===== config.mk =====
export PLATFORM = sky130hd
export DESIGN_NAME = assembly_line_instruction_encoder
export DESIGN_NICKNAME = d
export VERILOG_FILES = /design/src/rtl/core/alie_pkg.sv /design/src/rtl/core/alie_front.sv /design/src/rtl/core/alie_queue.sv /design/src/rtl/core/alie_back.sv /design/src/rtl/core/assembly_line_instruction_encoder.sv
export SDC_FILE = /design/constraint.sdc
export NUM_CORES = 1
export LEC_CHECK = 0
export BUFFER_PORTS_ARGS = -buffer_cell sky130_fd_sc_hd__buf_2
export CORE_ASPECT_RATIO = 0.8
export CORE_MARGIN = 4
export CORE_UTILIZATION = 35
export DETAILED_ROUTE_END_ITERATION = 8
export SLEW_MARGIN = 20
export SYNTH_ARGS = -nofsm -noshare
export SYNTH_HDL_FRONTEND = slang
export SYNTH_SLANG_ARGS = --single-unit

===== constraint.sdc =====
create_clock -name clk_i -period 13.47 [get_ports clk_i]
set_input_delay 2.0205 -clock clk_i [delete_from_list [all_inputs] [get_ports clk_i]]
set_output_delay 2.0205 -clock clk_i [all_outputs]
set_load 0.03 [all_outputs]

===== src/rtl/core/alie_pkg.sv =====
// alie_pkg: shared types, constants and mnemonic lookup functions for the
// assembly line instruction encoder. No dependencies.

package alie_pkg;

  // address width as configured, and the part of it that fits the word
  localparam int unsigned ADDR_BITS = 15;
  localparam int unsigned EFF_BITS  = (ADDR_BITS < 1) ? 1 :
                                      ((ADDR_BITS > 15) ? 15 : ADDR_BITS);
  localparam logic [EFF_BITS-1:0] ADDR_MAX = {EFF_BITS{1'b1}};

  // queue between front and back
  localparam int unsigned QDEPTH = 4;
  localparam int unsigned QPTR_W = $clog2(QDEPTH);

  // character classes
  typedef enum logic [2:0] {
    CLS_OTHER = 3'd0,
    CLS_DIGIT = 3'd1,
    CLS_AT    = 3'd2,
    CLS_EQ    = 3'd3,
    CLS_SEMI  = 3'd4
  } chr_cls_e;

  // error codes
  typedef enum logic [2:0] {
    ERR_OK       = 3'd0,
    ERR_DEST     = 3'd1,
    ERR_COMP     = 3'd2,
    ERR_JUMP     = 3'd3,
    ERR_ADDR_OVF = 3'd4,
    ERR_DIGIT    = 3'd5
  } err_e;

  // instruction kinds
  typedef enum logic [1:0] {
    KIND_NONE = 2'd0,
    KIND_ADDR = 2'd1,
    KIND_COMP = 2'd2
  } kind_e;

  // one classified character in the queue
  typedef struct packed {
    logic [7:0] ch;
    logic       last;
    chr_cls_e   cls;
    logic [3:0] digit;
  } qentry_t;

  // one encoded line
  typedef struct packed {
    logic [15:0] word;
    kind_e       kind;
    err_e        err;
  } result_t;

  // comp lookup answer
  typedef struct packed {
    logic       hit;
    logic [6:0] code;
  } comp_hit_t;

  // dest mnemonic, zero on miss
  function automatic logic [2:0] dest_lookup(logic [23:0] chars, logic [2:0] len);
    logic [2:0] code;
    code = 3'd0;
    unique case (len)
      3'd1: begin
        unique case (chars[7:0])
          "M":     code = 3'd1;
          "D":     code = 3'd2;
          "A":     code = 3'd4;
          default: code = 3'd0;
        endcase
      end
      3'd2: begin
        unique case ({chars[7:0], chars[15:8]})
          "MD":    code = 3'd3;
          "AM":    code = 3'd5;
          "AD":    code = 3'd6;
          default: code = 3'd0;
        endcase
      end
      3'd3: begin
        code = ({chars[7:0], chars[15:8], chars[23:16]} == "AMD") ? 3'd7 : 3'd0;
      end
      default: code = 3'd0;
    endcase
    return code;
  endfunction

  // jump mnemonic, zero on miss
  function automatic logic [2:0] jump_lookup(logic [23:0] chars, logic [2:0] len);
    logic [2:0] code;
    code = 3'd0;
    if (len == 3'd3) begin
      unique case ({chars[7:0], chars[15:8], chars[23:16]})
        "JGT":   code = 3'd1;
        "JEQ":   code = 3'd2;
        "JGE":   code = 3'd3;
        "JLT":   code = 3'd4;
        "JNE":   code = 3'd5;
        "JLE":   code = 3'd6;
        "JMP":   code = 3'd7;
        default: code = 3'd0;
      endcase
    end
    return code;
  endfunction

  // comp mnemonic, a bit included
  function automatic comp_hit_t comp_lookup(logic [23:0] chars, logic [2:0] len);
    comp_hit_t r;
    r = '{hit: 1'b1, code: 7'h00};
    unique case (len)
      3'd1: begin
        unique case (chars[7:0])
          "0":     r.code = 7'h2A;
          "1":     r.code = 7'h3F;
          "D":     r.code = 7'h0C;
          "A":     r.code = 7'h30;
          "M":     r.code = 7'h70;
          default: r.hit  = 1'b0;
        endcase
      end
      3'd2: begin
        unique case ({chars[7:0], chars[15:8]})
          "-1":    r.code = 7'h3A;
          "!D":    r.code = 7'h0D;
          "!A":    r.code = 7'h31;
          "-D":    r.code = 7'h0F;
          "-A":    r.code = 7'h33;
          "!M":    r.code = 7'h71;
          "-M":    r.code = 7'h73;
          default: r.hit  = 1'b0;
        endcase
      end
      3'd3: begin
        unique case ({chars[7:0], chars[15:8], chars[23:16]})
          "D+1", "1+D": r.code = 7'h1F;
          "A+1", "1+A": r.code = 7'h37;
          "D-1":        r.code = 7'h0E;
          "A-1":        r.code = 7'h32;
          "D+A", "A+D": r.code = 7'h02;
          "D-A":        r.code = 7'h13;
          "A-D":        r.code = 7'h07;
          "D&A", "A&D": r.code = 7'h00;
          "D|A", "A|D": r.code = 7'h15;
          "M+1", "1+M": r.code = 7'h77;
          "M-1":        r.code = 7'h72;
          "D+M", "M+D": r.code = 7'h42;
          "D-M":        r.code = 7'h53;
          "M-D":        r.code = 7'h47;
          "D&M", "M&D": r.code = 7'h40;
          "D|M", "M|D": r.code = 7'h55;
          default:      r.hit  = 1'b0;
        endcase
      end
      default: r.hit = 1'b0;
    endcase
    return r;
  endfunction

endpackage


===== src/rtl/core/alie_front.sv =====
// alie_front: input beat acceptance and character classification.
// Depends on alie_pkg.

module alie_front
  import alie_pkg::*;
(
  input  logic       s_axis_tvalid,
  output logic       s_axis_tready,
  input  logic [7:0] s_axis_tdata,  // [7:0] ch
  input  logic       s_axis_tlast,  // last
  input  logic       q_full_i,
  output logic       q_push_o,
  output qentry_t    q_entry_o
);

  // take a beat whenever the queue has room
  assign s_axis_tready = !q_full_i;
  assign q_push_o      = s_axis_tvalid && !q_full_i;

  // classify the character
  always_comb begin
    q_entry_o.ch    = s_axis_tdata;
    q_entry_o.last  = s_axis_tlast;
    q_entry_o.digit = s_axis_tdata[3:0] - 4'd0;
    if (s_axis_tdata >= "0" && s_axis_tdata <= "9") begin
      q_entry_o.cls = CLS_DIGIT;
    end else if (s_axis_tdata == "@") begin
      q_entry_o.cls = CLS_AT;
    end else if (s_axis_tdata == "=") begin
      q_entry_o.cls = CLS_EQ;
    end else if (s_axis_tdata == ";") begin
      q_entry_o.cls = CLS_SEMI;
    end else begin
      q_entry_o.cls = CLS_OTHER;
    end
  end

endmodule


===== src/rtl/core/alie_queue.sv =====
// alie_queue: short queue of classified characters between front and back.
// Depends on alie_pkg.

module alie_queue
  import alie_pkg::*;
(
  input  logic    clk_i,
  input  logic    rst_ni,
  input  logic    push_i,
  input  qentry_t entry_i,
  output logic    full_o,
  input  logic    pop_i,
  output qentry_t entry_o,
  output logic    empty_o
);

  qentry_t           mem_q [QDEPTH];
  logic [QPTR_W-1:0] wr_ptr_q, wr_ptr_d;
  logic [QPTR_W-1:0] rd_ptr_q, rd_ptr_d;
  logic [QPTR_W:0]   cnt_q, cnt_d;

  assign full_o  = (cnt_q == (QPTR_W + 1)'(QDEPTH));
  assign empty_o = (cnt_q == '0);
  assign entry_o = mem_q[rd_ptr_q];

  // pointer and fill count update
  always_comb begin
    wr_ptr_d = push_i ? wr_ptr_q + 1'b1 : wr_ptr_q;
    rd_ptr_d = pop_i  ? rd_ptr_q + 1'b1 : rd_ptr_q;
    cnt_d    = cnt_q;
    if (push_i && !pop_i) begin
      cnt_d = cnt_q + 1'b1;
    end else if (pop_i && !push_i) begin
      cnt_d = cnt_q - 1'b1;
    end
  end

  always_ff @(posedge clk_i or negedge rst_ni) begin
    if (!rst_ni) begin
      wr_ptr_q <= '0;
      rd_ptr_q <= '0;
      cnt_q    <= '0;
    end else begin
      wr_ptr_q <= wr_ptr_d;
      rd_ptr_q <= rd_ptr_d;
      cnt_q    <= cnt_d;
    end
  end

  // storage, no reset
  always_ff @(posedge clk_i) begin
    if (push_i) begin
      mem_q[wr_ptr_q] <= entry_i;
    end
  end

endmodule


===== src/rtl/core/alie_back.sv =====
// alie_back: line parser, mnemonic matching and result register.
// Depends on alie_pkg.

module alie_back
  import alie_pkg::*;
(
  input  logic        clk_i,
  input  logic        rst_ni,
  input  logic        q_empty_i,
  input  qentry_t     q_entry_i,
  output logic        q_pop_o,
  output logic        m_axis_tvalid,
  input  logic        m_axis_tready,
  output logic [23:0] m_axis_tdata,  // [15:0] word, [18:16] error, zero pad
  output logic [1:0]  m_axis_tuser   // [1:0] kind
);

  typedef enum logic [2:0] {
    PH_START = 3'b001,
    PH_ADDR  = 3'b010,
    PH_OTHER = 3'b100
  } phase_e;

  phase_e              phase_q, phase_d;
  logic [23:0]         tok_chars_q, tok_chars_d;
  logic [2:0]          tok_len_q, tok_len_d;
  logic [2:0]          dest_q, dest_d;
  logic [6:0]          comp_q, comp_d;
  logic [EFF_BITS-1:0] addr_q, addr_d;
  err_e                err_q, err_d;
  logic                seen_eq_q, seen_eq_d;
  logic                seen_semi_q, seen_semi_d;
  logic                out_valid_q, out_valid_d;
  result_t             out_q, out_d;
  result_t             res;
  logic                slot_free;

  function automatic err_e note_err(err_e cur, err_e code);
    return (cur == ERR_OK) ? code : cur;
  endfunction

  // a last character needs a free result slot
  assign slot_free = !out_valid_q || m_axis_tready;
  assign q_pop_o   = !q_empty_i && (!q_entry_i.last || slot_free);

  // per-character parse step and line-end encoding
  always_comb begin
    logic [EFF_BITS+3:0] prod;
    comp_hit_t           cres;
    logic [2:0]          dcode;
    logic [2:0]          jcode;
    phase_e              ph;

    ph          = phase_q;
    tok_chars_d = tok_chars_q;
    tok_len_d   = tok_len_q;
    dest_d      = dest_q;
    comp_d      = comp_q;
    addr_d      = addr_q;
    err_d       = err_q;
    seen_eq_d   = seen_eq_q;
    seen_semi_d = seen_semi_q;
    res         = '{word: 16'd0, kind: KIND_NONE, err: ERR_OK};
    prod        = ({4'd0, addr_q} << 3) + ({4'd0, addr_q} << 1)
                  + (EFF_BITS + 4)'(q_entry_i.digit);
    cres        = '{hit: 1'b0, code: 7'd0};
    dcode       = 3'd0;
    jcode       = 3'd0;

    // line kind is fixed by the first character
    if (phase_q == PH_START) begin
      ph = (q_entry_i.cls == CLS_AT) ? PH_ADDR : PH_OTHER;
    end

    if (ph == PH_ADDR) begin
      // address line: leading at sign, then decimal digits
      if (q_entry_i.cls == CLS_AT && tok_len_q == 3'd0 && err_q == ERR_OK &&
          addr_q == '0 && !seen_eq_q) begin
        seen_eq_d = 1'b1;
      end else if (q_entry_i.cls == CLS_DIGIT) begin
        tok_len_d = 3'd1;
        if (prod > (EFF_BITS + 4)'(ADDR_MAX)) begin
          addr_d = ADDR_MAX;
          err_d  = note_err(err_q, ERR_ADDR_OVF);
        end else begin
          addr_d = prod[EFF_BITS-1:0];
        end
      end else begin
        err_d = note_err(err_q, ERR_DIGIT);
      end
    end else begin
      // compute line: split at separators, collect token characters
      if (q_entry_i.cls == CLS_EQ && !seen_eq_q && !seen_semi_q) begin
        dcode     = dest_lookup(tok_chars_q, tok_len_q);
        seen_eq_d = 1'b1;
        if (dcode == 3'd0) begin
          err_d = note_err(err_q, ERR_DEST);
        end else begin
          dest_d = dcode;
        end
        tok_chars_d = '0;
        tok_len_d   = 3'd0;
      end else if (q_entry_i.cls == CLS_SEMI && !seen_semi_q) begin
        cres        = comp_lookup(tok_chars_q, tok_len_q);
        seen_semi_d = 1'b1;
        if (!cres.hit) begin
          err_d = note_err(err_q, ERR_COMP);
        end else begin
          comp_d = cres.code;
        end
        tok_chars_d = '0;
        tok_len_d   = 3'd0;
      end else begin
        unique case (tok_len_q)
          3'd0: begin
            tok_chars_d[7:0] = q_entry_i.ch;
            tok_len_d        = 3'd1;
          end
          3'd1: begin
            tok_chars_d[15:8] = q_entry_i.ch;
            tok_len_d         = 3'd2;
          end
          3'd2: begin
            tok_chars_d[23:16] = q_entry_i.ch;
            tok_len_d          = 3'd3;
          end
          default: tok_len_d = 3'd4;
        endcase
      end
    end

    // line end: finish matching and build the result
    if (q_entry_i.last) begin
      if (ph == PH_ADDR) begin
        if (tok_len_d == 3'd0) begin
          err_d = note_err(err_d, ERR_DIGIT);
        end
        res.kind = KIND_ADDR;
        res.err  = err_d;
        res.word = (err_d == ERR_DIGIT) ? 16'd0 : 16'(addr_d);
      end else if (seen_eq_d || seen_semi_d) begin
        if (seen_semi_d) begin
          jcode = jump_lookup(tok_chars_d, tok_len_d);
          if (jcode == 3'd0) begin
            err_d = note_err(err_d, ERR_JUMP);
          end
        end else begin
          cres = comp_lookup(tok_chars_d, tok_len_d);
          if (!cres.hit) begin
            err_d = note_err(err_d, ERR_COMP);
          end else begin
            comp_d = cres.code;
          end
        end
        res.kind = KIND_COMP;
        res.err  = err_d;
        res.word = (err_d != ERR_OK) ? 16'd0 : {3'b111, comp_d, dest_d, jcode};
      end
      // back to line start
      ph          = PH_START;
      tok_chars_d = '0;
      tok_len_d   = 3'd0;
      dest_d      = 3'd0;
      comp_d      = 7'd0;
      addr_d      = '0;
      err_d       = ERR_OK;
      seen_eq_d   = 1'b0;
      seen_semi_d = 1'b0;
    end
    phase_d = ph;
  end

  // result register
  always_comb begin
    out_valid_d = out_valid_q;
    out_d       = out_q;
    if (q_pop_o && q_entry_i.last) begin
      out_valid_d = 1'b1;
      out_d       = res;
    end else if (m_axis_tready) begin
      out_valid_d = 1'b0;
    end
  end

  always_ff @(posedge clk_i or negedge rst_ni) begin
    if (!rst_ni) begin
      phase_q     <= PH_START;
      tok_chars_q <= '0;
      tok_len_q   <= 3'd0;
      dest_q      <= 3'd0;
      comp_q      <= 7'd0;
      addr_q      <= '0;
      err_q       <= ERR_OK;
      seen_eq_q   <= 1'b0;
      seen_semi_q <= 1'b0;
      out_valid_q <= 1'b0;
    end else begin
      out_valid_q <= out_valid_d;
      if (q_pop_o) begin
        phase_q     <= phase_d;
        tok_chars_q <= tok_chars_d;
        tok_len_q   <= tok_len_d;
        dest_q      <= dest_d;
        comp_q      <= comp_d;
        addr_q      <= addr_d;
        err_q       <= err_d;
        seen_eq_q   <= seen_eq_d;
        seen_semi_q <= seen_semi_d;
      end
    end
  end

  always_ff @(posedge clk_i) begin
    out_q <= out_d;
  end

  assign m_axis_tvalid = out_valid_q;
  assign m_axis_tdata  = {5'd0, out_q.err, out_q.word};
  assign m_axis_tuser  = out_q.kind;

endmodule


===== src/rtl/core/assembly_line_instruction_encoder.sv =====
// Encodes one assembly line, fed one character per beat, into a 16-bit
// instruction word. The block takes one character per clock cycle, with
// no gaps, as long as the result side keeps up: the front classifies each
// character into a four-entry queue, and the back parses one queued
// character per cycle, so the rate is set by the back's per-character parse step.
// A line's result is loaded into the output register at the same edge at
// which its last character leaves the queue; each character that is taken
// is held in the queue storage first. Characters that are not the last of a
// line keep flowing while a result waits on the output. Lines starting with
// '@' give an address instruction; other lines with '=' or ';' give a compute
// instruction; anything else gives kind zero and a zero word.
// Depends on alie_pkg, alie_front, alie_queue and alie_back.

module assembly_line_instruction_encoder
  import alie_pkg::*;
(
  input  logic        clk_i,
  input  logic        rst_ni,
  input  logic        s_axis_tvalid,
  output logic        s_axis_tready,
  input  logic [7:0]  s_axis_tdata,  // [7:0] ch
  input  logic        s_axis_tlast,  // last
  output logic        m_axis_tvalid,
  input  logic        m_axis_tready,
  output logic [23:0] m_axis_tdata,  // [15:0] word, [18:16] error, zero pad
  output logic [1:0]  m_axis_tuser   // [1:0] kind
);

  logic    q_full;
  logic    q_push;
  qentry_t q_wr_entry;
  logic    q_pop;
  qentry_t q_rd_entry;
  logic    q_empty;

  // character classifier
  alie_front u_front (
    .s_axis_tvalid (s_axis_tvalid),
    .s_axis_tready (s_axis_tready),
    .s_axis_tdata  (s_axis_tdata),
    .s_axis_tlast  (s_axis_tlast),
    .q_full_i      (q_full),
    .q_push_o      (q_push),
    .q_entry_o     (q_wr_entry)
  );

  // decoupling queue
  alie_queue u_queue (
    .clk_i   (clk_i),
    .rst_ni  (rst_ni),
    .push_i  (q_push),
    .entry_i (q_wr_entry),
    .full_o  (q_full),
    .pop_i   (q_pop),
    .entry_o (q_rd_entry),
    .empty_o (q_empty)
  );

  // parser and encoder
  alie_back u_back (
    .clk_i         (clk_i),
    .rst_ni        (rst_ni),
    .q_empty_i     (q_empty),
    .q_entry_i     (q_rd_entry),
    .q_pop_o       (q_pop),
    .m_axis_tvalid (m_axis_tvalid),
    .m_axis_tready (m_axis_tready),
    .m_axis_tdata  (m_axis_tdata),
    .m_axis_tuser  (m_axis_tuser)
  );

endmodule


==> Word level (Yosys, flattened, before mapping) <==
Memory sizes are Yosys's and may differ from the RTL's.
Index checks and enable logic that the tools add are counted.
{ "classes": {"n_bitwise": 1, "add_sub_neg": 6, "n_mux": 116, "order_cmp": 3, "eq_ne": 102, "n_reduce_logical": 58} }
{ "op_table": {"columns": ["cell", "count"], "rows": [
  ["== test 24 x 23 -> 1 bit (second input constant)", 52],
  ["== test 16 x 14 -> 1 bit (second input constant)", 14],
  ["case mux 7 bit (15 select lines)", 2],
  ["2-to-1 mux 3 bit", 53],
  ["== test 24 x 22 -> 1 bit (second input constant)", 6],
  ["case mux 7 bit (7 select lines)", 2],
  ["2-to-1 mux 24 bit", 4],
  ["2-to-1 mux 15 bit", 6],
  ["case mux 7 bit (5 select lines)", 2],
  ["== test 8 x 7 -> 1 bit (second input constant)", 7],
  ["OR reduction 25 bit", 2],
  ["2-to-1 mux 7 bit", 7],
  ["== test 16 x 15 -> 1 bit (second input constant)", 3],
  ["== test 8 x 6 -> 1 bit (second input constant)", 6],
  ["2-to-1 mux 21 bit", 2],
  ["case mux 7 bit (3 select lines)", 2],
  ["case mux 3 bit (3 select lines)", 4],
  ["OR reduction 2 bit", 17],
  ["2-to-1 mux 1 bit", 25],
  ["2-to-1 mux 8 bit", 3],
  ["== test 3 x 2 -> 1 bit (second input constant)", 7],
  ["logical NOT 3 bit", 7],
  ["case mux 3 bit (7 select lines)", 1],
  ["adder 18 x 16 -> 19 bit", 1],
  ["other kinds (20)", 51]
]} }
{ "totals": {"inputBits": 13, "ram_bits": 64, "wordCells": 304, "ff_bits": 89, "memories": 1, "output_inout_bits": 28} }
{ "memory_table": {"columns": ["name", "depth", "word_bits", "read_ports", "rd_ports_with_merged_regs", "wr", "line_no", "rtl"], "rows": [
  ["u_queue.mem_q", 4, 16, 1, 0, 1, "alie_queue.sv:17", "qentry_t mem_q [QDEPTH];"]
]} }

==> Logic depth before layout (Yosys ltp) <==
An unclocked memory read counts as a cell.
{ "depth": {"ltp_word": 24, "mapped_depth": 22, "depth_no_buf": 18} }

==> Cells and area by module <==
Synthesis repeated with hierarchy kept, for this count alone.
{ "unflattened": {"hier_cells": 1137, "hier_area_um2": 11099.4} }
{ "by_module_without_submodules": {"columns": ["mod", "n_inst", "cells_per_inst", "seq_area_each_um2", "area_per_inst_um2"], "rows": [
  ["alie_back", 1, 992, 2158.3, 8164.1],
  ["alie_queue", 1, 118, 2097.0, 2743.9],
  ["alie_front", 1, 27, 0.0, 191.4]
]} }

==> Worst setup path after synthesis <==
No wires, ideal clock.
{ "synth_path": {"path_kind": "flip-flop to flip-flop", "startpoint": "register u_queue.rd_ptr_q[0]", "endpoint": "register u_back.out_q, in the netlist u_back.m_axis_tdata[8], data pin", "setup_ns": 0.146, "arrival_time_ns": 4.677, "path_slack_ns": 8.646, "period_less_slack_ns": 4.824, "t_required_ns": 13.324, "path_stages_with_launch": 21, "path_cell_list": "dfrtp_1 -> buf_6 -> clkbuf_1 -> mux4_2 -> ha_1 -> ha_1 -> inv_1 -> fa_1 -> nor2b_1 -> o21ai_0 -> a21boi_0 -> o221ai_1 -> a21oi_1 -> and2_1 -> o31ai_1 -> o2111ai_1 -> a21oi_1 -> mux2_2 -> nand2_1 -> clkbuf_1 -> o2bb2ai_1"} }
{ "synth_between": {"elab_chain_cells": 24, "word_cells_on_any_way": 147, "cone_classes": "add/sub: 1; order compare: 1; eq/ne: 53; mux: 68; reduce/logical: 23; memory: 1"} }
{ "synth_lines": {"columns": ["element", "line_no", "rtl"], "rows": [
  ["start: declaration", "alie_queue.sv:19", "logic [QPTR_W-1:0] rd_ptr_q, rd_ptr_d;"],
  ["start signal: assignment", "alie_queue.sv:45", "rd_ptr_q <= rd_ptr_d;"],
  ["memory (4 x 16 bit) (*)", null, null],
  ["branches (longest 23 deep; another with adder 19 x 4 -> 19 bit)", null, null],
  ["end signal: assignment", "alie_back.sv:214", "out_q <= out_d;"],
  ["end: declaration", "alie_back.sv:34", "result_t out_q, out_d;"]
]} }
Every way passes the cells marked *. The select of a mux whose other input is x is not followed.
A chain may end at the register's enable or synchronous reset.

==> Final worst setup path <==
{ "layout_path": {"startpoint": "register u_queue.rd_ptr_q[0]", "endpoint": "register u_back.out_q, in the netlist u_back.m_axis_tdata[5], data pin"} }
Same word-level chain as after synthesis.

==> impl_metrics.env <==
export IMPL_drive_gt1_share_pct=12.49
export IMPL_critPathCapture="u_back.m_axis_tdata[5]"
export IMPL_finalCritPeriodShare_pct=43.39
export IMPL_drt_iter0_markers=971
export IMPL_ys_ff_latch=137
export IMPL_critical_path_required_ns=13.62
export IMPL_slew_headroom_pct=30.73
export IMPL_initial_core_util_pct=36.08
export IMPL_globalRouteMet2Util_pct=26.90
export IMPL_num_fill_cells=2609
export IMPL_synthCells=1009
export IMPL_switching_share_pct=47.70
export IMPL_cts_tree="done"
export IMPL_r2r_cells=14
export IMPL_fp_dieW_um=189.7
export IMPL_slew_violations=0
export IMPL_setup_tns_ns=0
export IMPL_grt_pass1_wl_um=44400
export IMPL_place_congestion=0.9679
export IMPL_core_mm2=0.02563
export IMPL_cp_data_arrival_time_ns=5.99
export IMPL_holdBufCountCts=0
export IMPL_p_clk_share_pct=21.3
export IMPL_postRouteAntennaNets=0
export IMPL_grt_max_degree=102
export IMPL_clock_latency_ns=0.43
export IMPL_cp_slowest_stage_delay_ns=0.86
export IMPL_cts_buffers=17
export IMPL_top_usage_layer="met1"
export IMPL_cts_sinks=137
export IMPL_critPathMostFrequentCell="o21ai_1"
export IMPL_fin_nets=1071
export IMPL_grt_pass1_vias=7643
export IMPL_power_density_mw_per_mm2=221.1
export IMPL_cts_path_max_buffers=2
export IMPL_critPathLaunchType="register"
export IMPL_antenna_found_initial=0
export IMPL_min_from="u_back.comp_q[0]"
export IMPL_r2r_start="u_queue.rd_ptr_q[0]"
export IMPL_drcViolationCount=0
export IMPL_setup_viol=0
export IMPL_row_count=52
export IMPL_rsz0062_at_grt="no"
export IMPL_pwr_share_comb_pct=49.2
export IMPL_netlist_top_cells_area="edfxtp_1 (22%), dfrtp_1 (18%), ha_1 (4.6%)"
export IMPL_ys_async_sr_fraction_pct=49.64
export IMPL_worstSetupPathType="register to register"
export IMPL_use_met3_pct=4.195
export IMPL_hold_violations=0
export IMPL_synthFlopType="edfxtp_1"
export IMPL_numPortBuffers=35
export IMPL_crit_path_max_fanout=17
export IMPL_yosysSeqAreaShare_pct=40.81
export IMPL_met1_usage_pct=30.54
export IMPL_drt_pre_antenna_iters=5
export IMPL_drt_wl_total_um=28480
export IMPL_startpoint="u_queue.rd_ptr_q[0]"
export IMPL_die_y_um=153.4
export IMPL_wire_per_inst_um=20.58
export IMPL_cts_setup_buffers=0
export IMPL_cp_slowest_cell="dfrtp_1"
export IMPL_p_total_mw=2.280
export IMPL_vias=8302
export IMPL_yosys_cell_count_top_type="nor2_1"
export IMPL_die_area_mm2=0.02911
export IMPL_synthDominantCellAreaShare_pct=22.40
export IMPL_fmax_ghz=0.1711
export IMPL_synthesis_area_mm2=0.009249
export IMPL_root_buffer="clkbuf_16"
export IMPL_grt_usage_pct=19.44
export IMPL_htree_levels=4
export IMPL_grt_ovfl_total=0
export IMPL_n_antenna_cell=0
export IMPL_r2r_end="u_back.m_axis_tdata[5]"
export IMPL_min_path_cells=2
export IMPL_end_kind="register"
export IMPL_p_int_mw=1.192
export IMPL_syn_avg_cell_area_um2=9.166
export IMPL_synth_edff_count=69
export IMPL_tightest_slew_ns=1.038
export IMPL_run_status="completed"
export IMPL_crit_path_cell_trace="mux4_2, or4b_4, nand2_2, nor2_1, buf_4, a32oi_1, xnor2_1, o32ai_1, o21ai_0, o2111a_1, o21ai_2, and2_1, o21ai_1, o21ai_1"
export IMPL_cap_violations=0
export IMPL_hp_class="register to register"
export IMPL_clk_pin_slew_ns=0.06
export IMPL_fin_skew_ns=0.008685
export IMPL_r2r_slack_ns=7.63
export IMPL_vdd_drop_max_mv=0.1686
export IMPL_period_minus_slack_ns=5.845
export IMPL_ys_warn_count=0
export IMPL_dpl_hpwl_um=21190
export IMPL_synthDistinctLibCells=88
export IMPL_num_io_pins=41
export IMPL_seqPwrFrac_pct=29.5
export IMPL_net_switching_power_mw=1.088
export IMPL_postCtsResizedCells=0
export IMPL_yosysTopAreaCell="edfxtp_1"
export IMPL_viasPerCell=5.999
export IMPL_power_static_leakage_nw=3.851
export IMPL_synth_common_cells="nor2_1 (98), nand2_1 (90), o21ai_0 (80)"
export IMPL_area_growth_pct=11.48
placed cells by master (no fill, tap or decap), drive strengths merged, types with 22 or more instances in the layout:
cell	synthesis	layout
o21ai	98	98
nor2	98	98
inv	23	26
nand2	93	93
buf	15	43
edfxtp	69	69
nand3	78	78
ha	34	34
nor3	37	37
dfrtp	67	67
a21oi	34	34
o22ai	22	22
metal layers:
| metal | up-vias | share of wire [%] |
|---|---|---|
| met5 | - | 0 |
| met4 | 0 | 1.4 |
| met3 | 28 | 8.7 |
| met2 | 380 | 41 |
| met1 | 4044 | 49 |
| li1 | 3850 | - |
flip-flops by register name, summed over array words and instances (netlist names), 2 cells and up:
signal / flops
u_back.addr_q: 15
u_back.comp_q: 7
u_back.dest_q: 3
u_back.err_q: 3
u_back.m_axis_tdata: 19
u_back.m_axis_tuser: 2
u_back.phase_q: 3
u_back.tok_chars_q: 24
u_back.tok_len_q: 3
u_queue.cnt_q: 3
u_queue.mem_q: 48
u_queue.rd_ptr_q: 2
u_queue.wr_ptr_q: 2
critical path, delay by kind of cell (launching register included):
kind            cells  cell delay (ns)
buf+inv             1             0.20
compound gates      7             2.36
mux                 1             0.68
xor+xnor            1             0.25
flops               1             0.86
simple gates        4             1.20
how the worst min path moves through the flow:
stage,slack (ns),to
5_1_grt,0.52,u_back.comp_q[0]
4_1_cts,0.50,u_queue.cnt_q[2]
3_5_place_dp,0.49,u_back.dest_q[1]
3_3_place_gp,0.48,u_back.dest_q[1]
2_1_floorplan,0.46,u_back.dest_q[1]
6_report,0.50,u_back.comp_q[0]
metrics by stage:
stage	worst slack, ns	utilization (%)	hold WS, ns	instance area (um2)	std cells
after floorplan	8.646	-	0.4608	9264	1013
after global placement	7.616	37.84	0.4807	9701	1353
after detailed placement	7.444	37.84	0.4871	9701	1353
after CTS	7.400	40.18	0.4991	10300	1384
after global routing	7.189	40.22	0.5213	10310	1384
final	7.625	40.22	0.5002	10310	1384
power by group through the flow:
stage / Clock, mW / Combinational [mW] / Sequential (mW)
6_report: 0.485 / 1.12 / 0.672
5_1_grt: 0.509 / 1.22 / 0.688
4_1_cts: 0.492 / 1.10 / 0.671
3_5_place_dp: 0 / 1.10 / 0.678
3_3_place_gp: 0 / 1.09 / 0.676
2_1_floorplan: 0 / 0.787 / 0.679
cell type report:
| type | instances | area [um2] | share of cell area [%] |
|---|---|---|---|
| repair buffers | 43 | 237.7 | 2.306 |
| well taps | 351 | 439.2 | 4.259 |
| multi-input cells | 798 | 5170 | 50.14 |
| clock inverters | 14 | 173.9 | 1.687 |
| flip-flops and latches | 137 | 3775 | 36.61 |
| inverters | 24 | 90.09 | 0.8737 |
| clock buffers | 17 | 425.4 | 4.126 |
kinds of logic (layout without fill, tap and decap cells):
kind of cell / after synthesis / in the layout / synth area share, %
other: 1 / 5 / 0.04055
AOI/OAI and AO/OA: 252 / 252 / 17.55
adders and majority gates: 37 / 37 / 5.249
xor gates and xnor gates: 18 / 18 / 1.705
and+or+nand+nor: 458 / 458 / 26.19
DFF: 137 / 137 / 40.81
muxes: 28 / 28 / 4.857
buffers and inverters: 78 / 98 / 3.598
Note: power is estimated with default switching activity, not from simulation.
